$ cat src/hw/rtl/sync_header_frame_receiver_crc16_core_defines.svh
// Assertion macros shared by the frame receiver RTL.
// Each macro expects signals named clk and rst_n in the scope where it is used.
`ifndef SYNC_HEADER_FRAME_RECEIVER_CRC16_CORE_DEFINES_SVH
`define SYNC_HEADER_FRAME_RECEIVER_CRC16_CORE_DEFINES_SVH

`ifndef ASSERT_OFF
`define SHFR_ASSERT(lbl, prop) \
  lbl: assert property (@(posedge clk) disable iff (!rst_n) (prop)) \
    else $error("%m: property failed");
`define SHFR_ASSERT_NEXT(lbl, ante, cons) \
  lbl: assert property (@(posedge clk) disable iff (!rst_n) (ante) |=> (cons)) \
    else $error("%m: property failed");
`else
`define SHFR_ASSERT(lbl, prop)
`define SHFR_ASSERT_NEXT(lbl, ante, cons)
`endif

`endif

$ cat src/hw/rtl/shfr_pkg.sv
package shfr_pkg;

  localparam int unsigned BodyCntW = 9;
  localparam logic [15:0] CrcInit  = 16'hFFFF;
  localparam logic [15:0] CrcPoly  = 16'h1021;
  localparam logic [7:0]  CmdWrite = 8'h01;
  localparam logic [7:0]  SyncLead = 8'h55;
  localparam logic [2:0]  SyncLast = 3'd5;

  typedef enum logic [1:0] {
    KIND_PAYLOAD = 2'd0,
    KIND_END     = 2'd1,
    KIND_DROP    = 2'd2
  } kind_t;

  typedef struct packed {
    kind_t       result_kind;
    logic [7:0]  payload_byte;
    logic [7:0]  payload_offset;
    logic [7:0]  command_code;
    logic [15:0] target_address;
    logic [7:0]  payload_length;
    logic        crc_good;
    logic        frame_last;
  } result_t;

  // Expected byte at each header position: 55 AA 00 00 AA 55.
  function automatic logic [7:0] sync_byte(input logic [2:0] pos);
    logic [7:0] b;
    unique case (pos)
      3'd0:    b = 8'h55;
      3'd1:    b = 8'hAA;
      3'd2:    b = 8'h00;
      3'd3:    b = 8'h00;
      3'd4:    b = 8'hAA;
      3'd5:    b = 8'h55;
      default: b = 8'h55;
    endcase
    return b;
  endfunction

  // One byte of CRC-16/CCITT-FALSE, MSB first.
  function automatic logic [15:0] crc16_byte(input logic [15:0] crc, input logic [7:0] b);
    logic [15:0] c;
    c = crc ^ {b, 8'h00};
    for (int k = 0; k < 8; k++) begin
      c = c[15] ? ((c << 1) ^ CrcPoly) : (c << 1);
    end
    return c;
  endfunction

endpackage

$ cat src/hw/rtl/shfr_in_if.sv
interface shfr_in_if;
  logic       valid;
  logic       ready;
  logic [7:0] rx_byte;

  modport source (output valid, output rx_byte, input ready);
  modport sink (input valid, input rx_byte, output ready);
endinterface

$ cat src/hw/rtl/shfr_out_if.sv
interface shfr_out_if;
  logic        valid;
  logic        ready;
  logic [1:0]  result_kind;
  logic [7:0]  payload_byte;
  logic [7:0]  payload_offset;
  logic [7:0]  command_code;
  logic [15:0] target_address;
  logic [7:0]  payload_length;
  logic        crc_good;
  logic        frame_last;

  modport source (
    output valid, output result_kind, output payload_byte, output payload_offset,
    output command_code, output target_address, output payload_length,
    output crc_good, output frame_last, input ready
  );
  modport sink (
    input valid, input result_kind, input payload_byte, input payload_offset,
    input command_code, input target_address, input payload_length,
    input crc_good, input frame_last, output ready
  );
endinterface

$ cat src/hw/rtl/sync_header_frame_receiver_crc16_core.sv
// Sync-header frame receiver with CRC-16/CCITT-FALSE check.
// The in_chan channel carries one received byte per beat. The receiver hunts
// for the header 55 AA 00 00 AA 55, then reads a command byte, a little-endian
// address, a length byte (used only for the write command), the payload and a
// little-endian CRC. Each payload byte leaves on out_chan as a beat of its own
// together with the frame fields; the high CRC byte produces a frame end beat
// carrying the CRC verdict, and an overlong body produces a drop beat.
// Bytes that cause no result (header, fields, low CRC byte) are simply absorbed.
// Results are registered, in the skid entry while the output register is held.
// Throughput is one byte per cycle while input ready is high; the byte-wide CRC
// step is unrolled XOR logic between the state registers.
// Results sit in an output register backed by one skid entry, so a byte is
// still taken while a result waits. Input ready falls only once both are full,
// and returns as soon as the sink takes a beat.
// Synchronous reset clears the hunt, the body counter, the held fields and both
// output entries, and loads the CRC accumulator with FFFF.
`include "sync_header_frame_receiver_crc16_core_defines.svh"

module sync_header_frame_receiver_crc16_core #(
  parameter int unsigned MAX_BODY_INDEX = 224
) (
  input  logic              clk,
  input  logic              rst_n,
  shfr_in_if.sink           in_chan,
  shfr_out_if.source        out_chan
);

  localparam logic [shfr_pkg::BodyCntW-1:0] MaxBodyIdx =
    shfr_pkg::BodyCntW'(MAX_BODY_INDEX);

  // Frame state.
  logic [2:0]                      hdr_pos_r, hdr_pos_nxt;
  logic                            in_body_r, in_body_nxt;
  logic [shfr_pkg::BodyCntW-1:0]   body_cnt_r, body_cnt_nxt;
  logic [7:0]                      cmd_r, cmd_nxt;
  logic [15:0]                     addr_r, addr_nxt;
  logic [7:0]                      len_r, len_nxt;
  logic [15:0]                     crc_r, crc_nxt;
  logic [7:0]                      crc_lo_r, crc_lo_nxt;

  // Output register and skid entry.
  shfr_pkg::result_t               out_r, skid_r;
  logic                            out_valid_r, skid_valid_r;

  shfr_pkg::result_t               res;
  logic                            res_valid;
  logic                            accept, pop, drop;
  logic [2:0]                      hunt_pos;
  logic [7:0]                      b;
  logic [shfr_pkg::BodyCntW-1:0]   pay_end;

  assign b       = in_chan.rx_byte;
  assign accept  = in_chan.valid && in_chan.ready;
  assign pop     = out_valid_r && out_chan.ready;
  assign drop    = in_body_r && (body_cnt_r > MaxBodyIdx);
  assign pay_end = shfr_pkg::BodyCntW'(4) + shfr_pkg::BodyCntW'(len_r);

  // Positions six and seven cannot occur, but they restart the hunt if they do.
  // After a drop the offending byte is hunted from the first position.
  always_comb begin
    if (drop || hdr_pos_r > shfr_pkg::SyncLast) begin
      hunt_pos = 3'd0;
    end else begin
      hunt_pos = hdr_pos_r;
    end
  end

  always_comb begin
    hdr_pos_nxt  = hdr_pos_r;
    in_body_nxt  = in_body_r;
    body_cnt_nxt = body_cnt_r;
    cmd_nxt      = cmd_r;
    addr_nxt     = addr_r;
    len_nxt      = len_r;
    crc_nxt      = crc_r;
    crc_lo_nxt   = crc_lo_r;

    res_valid          = 1'b0;
    res.result_kind    = shfr_pkg::KIND_PAYLOAD;
    res.payload_byte   = 8'h00;
    res.payload_offset = 8'h00;
    res.command_code   = cmd_r;
    res.target_address = addr_r;
    res.payload_length = len_r;
    res.crc_good       = 1'b0;
    res.frame_last     = 1'b0;

    if (!in_body_r || drop) begin
      if (drop) begin
        // Overlong body: close the frame and feed this byte to the hunt.
        res_valid       = 1'b1;
        res.result_kind = shfr_pkg::KIND_DROP;
        res.frame_last  = 1'b1;
        in_body_nxt     = 1'b0;
        body_cnt_nxt    = '0;
      end
      if (b == shfr_pkg::sync_byte(hunt_pos)) begin
        if (hunt_pos == shfr_pkg::SyncLast) begin
          hdr_pos_nxt  = 3'd0;
          in_body_nxt  = 1'b1;
          body_cnt_nxt = '0;
          crc_nxt      = shfr_pkg::CrcInit;
        end else begin
          hdr_pos_nxt = hunt_pos + 3'd1;
        end
      end else begin
        hdr_pos_nxt = (b == shfr_pkg::SyncLead) ? 3'd1 : 3'd0;
      end
    end else begin
      body_cnt_nxt = body_cnt_r + shfr_pkg::BodyCntW'(1);
      if (body_cnt_r < shfr_pkg::BodyCntW'(4)) begin
        crc_nxt = shfr_pkg::crc16_byte(crc_r, b);
        if (body_cnt_r == shfr_pkg::BodyCntW'(0)) begin
          cmd_nxt = b;
        end else if (body_cnt_r == shfr_pkg::BodyCntW'(1)) begin
          addr_nxt = {addr_r[15:8], b};
        end else if (body_cnt_r == shfr_pkg::BodyCntW'(2)) begin
          addr_nxt = {b, addr_r[7:0]};
        end else begin
          len_nxt = (cmd_r == shfr_pkg::CmdWrite) ? b : 8'h00;
        end
      end else if (body_cnt_r < pay_end) begin
        crc_nxt            = shfr_pkg::crc16_byte(crc_r, b);
        res_valid          = 1'b1;
        res.payload_byte   = b;
        res.payload_offset = body_cnt_r[7:0] - 8'd4;
      end else if (body_cnt_r == pay_end) begin
        crc_lo_nxt = b;
      end else begin
        // High CRC byte closes the frame; hunting resumes at once.
        res_valid       = 1'b1;
        res.result_kind = shfr_pkg::KIND_END;
        res.crc_good    = ({b, crc_lo_r} == crc_r);
        res.frame_last  = 1'b1;
        in_body_nxt     = 1'b0;
        body_cnt_nxt    = '0;
        hdr_pos_nxt     = 3'd0;
      end
    end
  end

  always_ff @(posedge clk) begin
    if (!rst_n) begin
      hdr_pos_r  <= 3'd0;
      in_body_r  <= 1'b0;
      body_cnt_r <= '0;
      cmd_r      <= 8'h00;
      addr_r     <= 16'h0000;
      len_r      <= 8'h00;
      crc_r      <= shfr_pkg::CrcInit;
      crc_lo_r   <= 8'h00;
    end else if (accept) begin
      hdr_pos_r  <= hdr_pos_nxt;
      in_body_r  <= in_body_nxt;
      body_cnt_r <= body_cnt_nxt;
      cmd_r      <= cmd_nxt;
      addr_r     <= addr_nxt;
      len_r      <= len_nxt;
      crc_r      <= crc_nxt;
      crc_lo_r   <= crc_lo_nxt;
    end
  end

  // Two-entry output buffer. The skid entry only fills while the output
  // register is held, and input ready drops while it is full.
  always_ff @(posedge clk) begin
    if (!rst_n) begin
      out_valid_r  <= 1'b0;
      skid_valid_r <= 1'b0;
    end else if (!out_valid_r || pop) begin
      out_valid_r  <= skid_valid_r || (accept && res_valid);
      skid_valid_r <= 1'b0;
    end else if (accept && res_valid) begin
      skid_valid_r <= 1'b1;
    end
  end

  always_ff @(posedge clk) begin
    if (!out_valid_r || pop) begin
      if (skid_valid_r) begin
        out_r <= skid_r;
      end else if (accept && res_valid) begin
        out_r <= res;
      end
    end else if (accept && res_valid) begin
      skid_r <= res;
    end
  end

  assign in_chan.ready = !skid_valid_r;

  assign out_chan.valid          = out_valid_r;
  assign out_chan.result_kind    = out_r.result_kind;
  assign out_chan.payload_byte   = out_r.payload_byte;
  assign out_chan.payload_offset = out_r.payload_offset;
  assign out_chan.command_code   = out_r.command_code;
  assign out_chan.target_address = out_r.target_address;
  assign out_chan.payload_length = out_r.payload_length;
  assign out_chan.crc_good       = out_r.crc_good;
  assign out_chan.frame_last     = out_r.frame_last;

  // The skid entry is never occupied without the output register.
  `SHFR_ASSERT(a_skid_behind_out, !skid_valid_r || out_valid_r)
  // The body counter stops one past the limit, where the next byte drops the frame.
  `SHFR_ASSERT(a_body_cnt_bound, body_cnt_r <= MaxBodyIdx + shfr_pkg::BodyCntW'(1))
  // A dropped frame always leaves the receiver hunting.
  `SHFR_ASSERT_NEXT(a_drop_hunts, accept && drop, !in_body_r)
  // Frame end and drop beats close the frame; payload beats never do.
  `SHFR_ASSERT(a_last_matches_kind,
    !out_valid_r || (out_r.frame_last == (out_r.result_kind != shfr_pkg::KIND_PAYLOAD)))

endmodule
$ cat src/flat_wrapper.sv
// flat-port wrapper written by rule: the top's interface ports become plain ports
module sync_header_frame_receiver_crc16_core_flat 
#(
  parameter int unsigned MAX_BODY_INDEX = 224
)
  (clk, rst_n, in_chan_valid, in_chan_rx_byte, in_chan_ready, out_chan_valid, out_chan_result_kind, out_chan_payload_byte, out_chan_payload_offset, out_chan_command_code, out_chan_target_address, out_chan_payload_length, out_chan_crc_good, out_chan_frame_last, out_chan_ready);
  shfr_in_if in_chan_i ();
  shfr_out_if out_chan_i ();
  input  logic clk;
  input  logic rst_n;
  input wire logic [$bits(in_chan_i.valid)-1:0] in_chan_valid;
  input wire logic [$bits(in_chan_i.rx_byte)-1:0] in_chan_rx_byte;
  output wire logic [$bits(in_chan_i.ready)-1:0] in_chan_ready;
  output wire logic [$bits(out_chan_i.valid)-1:0] out_chan_valid;
  output wire logic [$bits(out_chan_i.result_kind)-1:0] out_chan_result_kind;
  output wire logic [$bits(out_chan_i.payload_byte)-1:0] out_chan_payload_byte;
  output wire logic [$bits(out_chan_i.payload_offset)-1:0] out_chan_payload_offset;
  output wire logic [$bits(out_chan_i.command_code)-1:0] out_chan_command_code;
  output wire logic [$bits(out_chan_i.target_address)-1:0] out_chan_target_address;
  output wire logic [$bits(out_chan_i.payload_length)-1:0] out_chan_payload_length;
  output wire logic [$bits(out_chan_i.crc_good)-1:0] out_chan_crc_good;
  output wire logic [$bits(out_chan_i.frame_last)-1:0] out_chan_frame_last;
  input wire logic [$bits(out_chan_i.ready)-1:0] out_chan_ready;
  assign in_chan_i.valid = in_chan_valid;
  assign in_chan_i.rx_byte = in_chan_rx_byte;
  assign in_chan_ready = in_chan_i.ready;
  assign out_chan_valid = out_chan_i.valid;
  assign out_chan_result_kind = out_chan_i.result_kind;
  assign out_chan_payload_byte = out_chan_i.payload_byte;
  assign out_chan_payload_offset = out_chan_i.payload_offset;
  assign out_chan_command_code = out_chan_i.command_code;
  assign out_chan_target_address = out_chan_i.target_address;
  assign out_chan_payload_length = out_chan_i.payload_length;
  assign out_chan_crc_good = out_chan_i.crc_good;
  assign out_chan_frame_last = out_chan_i.frame_last;
  assign out_chan_i.ready = out_chan_ready;
  sync_header_frame_receiver_crc16_core #(.MAX_BODY_INDEX(MAX_BODY_INDEX)) u_core (.clk(clk), .rst_n(rst_n), .in_chan(in_chan_i), .out_chan(out_chan_i));
endmodule
$ cat config.mk
export PLATFORM = sky130hd
export DESIGN_NAME = sync_header_frame_receiver_crc16_core_flat
export DESIGN_NICKNAME = d
export VERILOG_FILES = /design/src/hw/rtl/shfr_pkg.sv /design/src/hw/rtl/shfr_in_if.sv /design/src/hw/rtl/shfr_out_if.sv /design/src/hw/rtl/sync_header_frame_receiver_crc16_core.sv /design/src/flat_wrapper.sv
export VERILOG_INCLUDE_DIRS = /design/src /design/src/hw/rtl
export SDC_FILE = /design/constraint.sdc
export NUM_CORES = 1
export LEC_CHECK = 0
export ABC_AREA = 1
export BUFFER_PORTS_ARGS = -buffer_cell sky130_fd_sc_hd__buf_4
export CELL_PAD_IN_SITES_DETAIL_PLACEMENT = 1
export CELL_PAD_IN_SITES_GLOBAL_PLACEMENT = 2
export CORE_MARGIN = 5
export CORE_UTILIZATION = 34
export DETAILED_ROUTE_END_ITERATION = 8
export PLACE_DENSITY = 0.84
export RECOVER_POWER = 50
export SLEW_MARGIN = 10
export SYNTH_ARGS = -nofsm -noshare
export SYNTH_HDL_FRONTEND = slang
export SYNTH_SLANG_ARGS = --single-unit
$ cat constraint.sdc
create_clock -name clk -period 4.53 [get_ports clk]
set_input_delay 0.906 -clock clk [delete_from_list [all_inputs] [get_ports clk]]
set_output_delay 0.906 -clock clk [all_outputs]
set_load 0.05 [all_outputs]
; Word-level counts from Yosys, hierarchy flattened
; Cells that the tools add are included.
[totals]
memories = 0
ram_bits = 0
rom_bits = 0
elab_cells = 153
inputBits = 12
output_inout_bits = 54
latchBits = 0
ff_bits = 175
[classes]
mul = 0
n_addsub = 4
reduce_logical = 26
div_mod_pow = 0
muxes = 58
bitwise = 17
shift = 0
order_cmp = 4
n_eq_ne = 17
[op_table]
columns = op, n
row1 = $mux 16, 7
row2 = $mux 13, 8
row3 = $mux 52, 2
row4 = $mux 9, 7
row5 = $mux 8, 3
row6 = $not 3->3, 8
row7 = $mux 3, 7
row8 = $mux 18, 1
row9 = $eq 16x16->1, 1
row10 = $mux 1, 16
row11 = $pmux 8 s2, 1
row12 = $xor 16x16->16, 1
row13 = $mux 2, 6
row14 = $reduce_and 4->1, 3
row15 = $reduce_and 6->1, 2
row16 = $reduce_and 5->1, 2
row17 = $add 3x8->9 const A, 1
row18 = $add 9x1->9 const B, 1
row19 = $eq 9x1->1 const B, 1
row20 = $eq 9x2->1 const B, 1
row21 = $eq 9x9->1, 1
row22 = $gt 9x8->1 const B, 1
row23 = $logic_not 9->1, 1
row24 = $lt 9x3->1 const B, 1
row25 = other kinds (20), 43

; Longest topological paths before layout
[depth]
word_depth = 20
depth_mapped = 19
depth_no_buf = 18

; Worst setup path before layout
; No wires, ideal clock.
[synth_path]
kind = register to register
start = register u_core.len_r[2]
end = register u_core.out_r, in the netlist u_core.out_chan.command_code[0], enable pin
slack_ns = 0.000
required_time_ns = 4.068
path_stages_with_launch = 15
t_arrival_ns = 4.069
period_less_slack_ns = 4.530
setup_time_ns = 0.462
cell_sequence = dfxtp_1 ha_1 nand3_1 nor2_1 nand2_1 ha_1 nand2_1 nor2_1 nand3b_1 o2111ai_1 nand2_1 nand3_1 a21oi_1 nor2_1 nor2_1
[synth_via]
elab_chain_cells = 9
[synth_rtl]
columns = item, line_no
row1 = from (decl), sync_header_frame_receiver_crc16_core.sv:37  ; logic [7:0] len_r, len_nxt;
row2 = from (signal assigned), sync_header_frame_receiver_crc16_core.sv:158  ; len_r <= len_nxt;
row3 = $add 3x8->9 *, sync_header_frame_receiver_crc16_core.sv:56  ; assign pay_end = shfr_pkg::BodyCntW'(4) + shfr_pkg::BodyCntW'(len_r);
row4 = "parallel branches: the longest is 2 deep, another holds $lt 9x9->1", n/a
row5 = $mux 1 *, sync_header_frame_receiver_crc16_core.sv:122  ; end else if (body_cnt_r < pay_end) begin
row6 = $mux 1 *, sync_header_frame_receiver_crc16_core.sv:111  ; if (body_cnt_r < shfr_pkg::BodyCntW'(4)) begin
row7 = $mux 1 *, sync_header_frame_receiver_crc16_core.sv:88  ; if (!in_body_r || drop) begin
row8 = $logic_and 1x1->1 *, sync_header_frame_receiver_crc16_core.sv:182  ; end else if (accept && res_valid) begin
row9 = $reduce_bool 2->1 (no line) *, n/a
row10 = $reduce_and 2->1 (no line) *, n/a
row11 = to (signal assigned), sync_header_frame_receiver_crc16_core.sv:181  ; out_r <= skid_r;
row12 = to (signal assigned), sync_header_frame_receiver_crc16_core.sv:183  ; out_r <= res;
row13 = to (decl), sync_header_frame_receiver_crc16_core.sv:42  ; shfr_pkg::result_t out_r, skid_r;
; Mark *: on every way between the ends.
; A chain may end at the register's enable or synchronous reset.

; Worst setup path after layout
[layout_path]
start = register u_core.skid_valid_r
end = output in_chan_ready
[layout_via]
elab_chain_cells = 1
[layout_rtl]
columns = item, line_no
row1 = from (decl), sync_header_frame_receiver_crc16_core.sv:43  ; logic out_valid_r, skid_valid_r;
row2 = from (signal assigned), sync_header_frame_receiver_crc16_core.sv:169  ; skid_valid_r <= 1'b0;
row3 = from (signal assigned), sync_header_frame_receiver_crc16_core.sv:172  ; skid_valid_r <= 1'b0;
row4 = from (signal assigned), sync_header_frame_receiver_crc16_core.sv:174  ; skid_valid_r <= 1'b1;
row5 = $logic_not 1->1, sync_header_frame_receiver_crc16_core.sv:190  ; assign in_chan.ready = !skid_valid_r;
row6 = to (decl), flat_wrapper.sv:13  ; output wire logic [$bits(in_chan_i.ready)-1:0] in_chan_ready;
; No other way between the ends.

==> flow_metrics.env <==
export IMPL_synth_edff_count=104
export IMPL_antenna_cells=0
export IMPL_floorplan_rows=55
export IMPL_avgSynthCellArea_um2=9.61
export IMPL_required_ns=3.62
export IMPL_grt_pass1_vias=5997
export IMPL_grt_overflow=0
export IMPL_synth_most_common_cell="nand2_1"
export IMPL_root_buffer="clkbuf_16"
export IMPL_hold_path_depth=0
export IMPL_p_leak_nw=3.20
export IMPL_timing_final_crit_period_ns=3.60
export IMPL_cts_htree_levels=4
export IMPL_die_area_um2=26100
export IMPL_drtIter0Drc=401
export IMPL_synthTopCellsByCount="nand2_1, edfxtp_1, dfxtp_1, nor2_1, nand3_1"
export IMPL_worstMarginPinSlew_ns=2.74
export IMPL_cts_buffers=17
export IMPL_period_share=0.794
export IMPL_cts_tree="built"
export IMPL_cts_repair_resized=0
export IMPL_finalClockSkew_ns=0.0116
export IMPL_path_max_fanout=39
export IMPL_die_height_um=162
export IMPL_power_density_nw_per_um2=367
export IMPL_hold_violations=0
export IMPL_fin_tns_setup_ns=0
export IMPL_synthCells=814
export IMPL_ys_seq_elements=175
export IMPL_track_usage=0.158
export IMPL_dieWidth_um=162
export IMPL_reg2reg_depth=4
export IMPL_fin_util=0.394
export IMPL_cp_startpoint="u_core.skid_valid_r$_SDFFE_PP0P_"
export IMPL_yosys_warnings=0
export IMPL_gp_congestion=0.808
export IMPL_drtAntennaViolNets=0
export IMPL_grt_pass1_wl_um=32600
export IMPL_post_cts_buffers=0
export IMPL_port_buffers=65
export IMPL_drt_first_pass_iters=4
export IMPL_criticalPathCategory="reg2out"
export IMPL_yosysSeqAreaShare=0.581
export IMPL_clock_latency_ns=0.43
export IMPL_vdd_drop_max_mv=0.157
export IMPL_synth_cell_types=39
export IMPL_hold_ws_ns=0.430
export IMPL_maxCapViolCount=3
export IMPL_yosys_top_cells_area="edfxtp_1, dfxtp_1, nand2_1, nand3_1, o21ai_0"
export IMPL_ys_async_sr_fraction=0
export IMPL_syn_nets=844
export IMPL_postCtsHoldBufs=0
export IMPL_antenna_found_initial=0
export IMPL_mappedNetlistArea_um2=7820
export IMPL_syn_to_final_growth_pct=13.9
export IMPL_fmax_mhz=278
export IMPL_violations="max-capacitance violations, max-slew violations"
export IMPL_setup_viol=0
export IMPL_hold_path_class="reg2reg"
export IMPL_rsz0062_at_grt="no"
export IMPL_drc=0
export IMPL_clk_pin_slew_ns=0.07
export IMPL_vias_per_cell=4.93
export IMPL_status="finished with violations"
export IMPL_dp_final_hpwl_um=14000
export IMPL_placed_area_um2=8580
export IMPL_io_pins=66
export IMPL_r2r_setup_slack_ns=0.95
export IMPL_clockBufferDepth=2
export IMPL_rr_startpoint="u_core.skid_valid_r$_SDFFE_PP0P_"
export IMPL_start_kind="flop"
export IMPL_drive_gt1_frac=0.0770
export IMPL_timing_slew_headroom=-0.828
export IMPL_synth_top_area_cell="edfxtp_1"
export IMPL_clock_sinks=175
export IMPL_endpoint_kind="primary output"
export IMPL_cp_data_arrival_time_ns=2.69
export IMPL_multi_input_area_um2=2870
export IMPL_wl_per_cell_um=17.4
export IMPL_hold_start="u_core.cmd_r[7]$_SDFFE_PN0P_"
export IMPL_final_area_um2=8910
export IMPL_final_nets=900
export IMPL_seq_area_um2=4540
export IMPL_coreArea_um2=22600
export IMPL_initial_core_util=0.346
export IMPL_synth_flop_cell="edfxtp_1"
export IMPL_reg2reg_to="u_core.out_chan.target_address[1]$_DFFE_PP_"
export IMPL_grt_max_degree=66
export IMPL_maxSlewViolCount=123
export IMPL_hold_path_endpoint="u_core.skid_r[33]$_DFFE_PP_"
export IMPL_vias=5755
export IMPL_synth_top_cell_area_share=0.399
export IMPL_fillCellCount=2578
export IMPL_drt_wl_total_um=20300
cells in the final DEF (no fill, tap or decap), drive strengths merged, types with 12 or more instances in the layout:
cell type / count
clkbuf: 75
nand2: 198
nor3: 12
xor2: 27
nand4: 12
nor2: 67
dfxtp: 71
a21oi: 50
inv: 65
edfxtp: 104
buf: 14
a211oi: 24
o21ai: 55
ha: 18
nand3: 60
state kept, by name, summed over array words and instances, names as in the netlist, 2 cells and up:
name and count:
u_core.cmd_r 8, u_core.body_cnt_r 9, u_core.hdr_pos_r 3, u_core.out_chan.payload_offset 8, u_core.out_chan.target_address 16, u_core.out_chan.payload_byte 8, u_core.len_r 8, u_core.out_chan.command_code 8
u_core.out_chan.result_kind 2, u_core.skid_r 52, u_core.addr_r 16, u_core.crc_lo_r 8, u_core.crc_r 16, u_core.out_chan.payload_length 8
layer usage:
layer  up-vias  track usage  share of wire
met5         -            0              0
met2       100        0.257           0.47
met3        18       0.0332          0.046
met1      2757        0.217           0.47
met4         0       0.0346          0.011
li1       2880            -              -
worst max-delay path by stage:
stage,slack [ns],cells past startpoint,to
final,0.93,3,in_chan_ready
after global routing,0.54,4,u_core.out_chan.payload_length[5]$_DFFE_PP_
after CTS,1.31,14,u_core.skid_r[7]$_DFFE_PP_
after detailed placement,1.33,15,u_core.skid_r[34]$_DFFE_PP_
after global placement,1.47,15,u_core.skid_r[37]$_DFFE_PP_
after floorplan,0.03,14,u_core.skid_r[0]$_DFFE_PP_
worst max-delay path: stages, from the launching register on:
cell and delay (ns):
dfxtp_1 0.32, clkinv_1 0.13, clkbuf_1 1.39, buf_4 0.41
power by group:
| part | leakage, nW | internal (W) | total, W | switching (W) |
|---|---|---|---|---|
| clock | 0.275 | 0.000786 | 0.00144 | 0.000653 |
| combinational | 1.53 | 0.0000440 | 0.000148 | 0.000104 |
| sequential | 1.39 | 0.00167 | 0.00168 | 0.0000120 |
metrics by stage:
step	cells	setup WS [ns]	total power, W
4_1_cts	1168	1.31	0.00330
5_1_grt	1168	0.536	0.00338
6_report	1168	0.934	0.00327
2_1_floorplan	814	0.0285	0.00182
3_3_place_gp	1136	1.47	0.00187
3_5_place_dp	1136	1.33	0.00187
layout make-up:
cell class / instances / share of cell area
tap: 285 / 0.0400
sequential: 175 / 0.510
clock inverter: 12 / 0.0140
clock buffer: 20 / 0.0501
timing repair buffer: 69 / 0.0378
inverter: 63 / 0.0265
multi-input combinational: 544 / 0.322
logic make-up after synthesis:
group                    count (synthesis)  share of synthesized area
AO/OA/AOI/OAI                          132                     0.0961
XOR/XNOR                                35                     0.0392
adder cells (fa/ha/maj)                 18                     0.0288
buffers and inverters                   95                     0.0499
flip-flops                             175                      0.581
AND/OR/NAND/NOR                        359                      0.205
No activity file was read; power rests on OpenSTA's default activity.
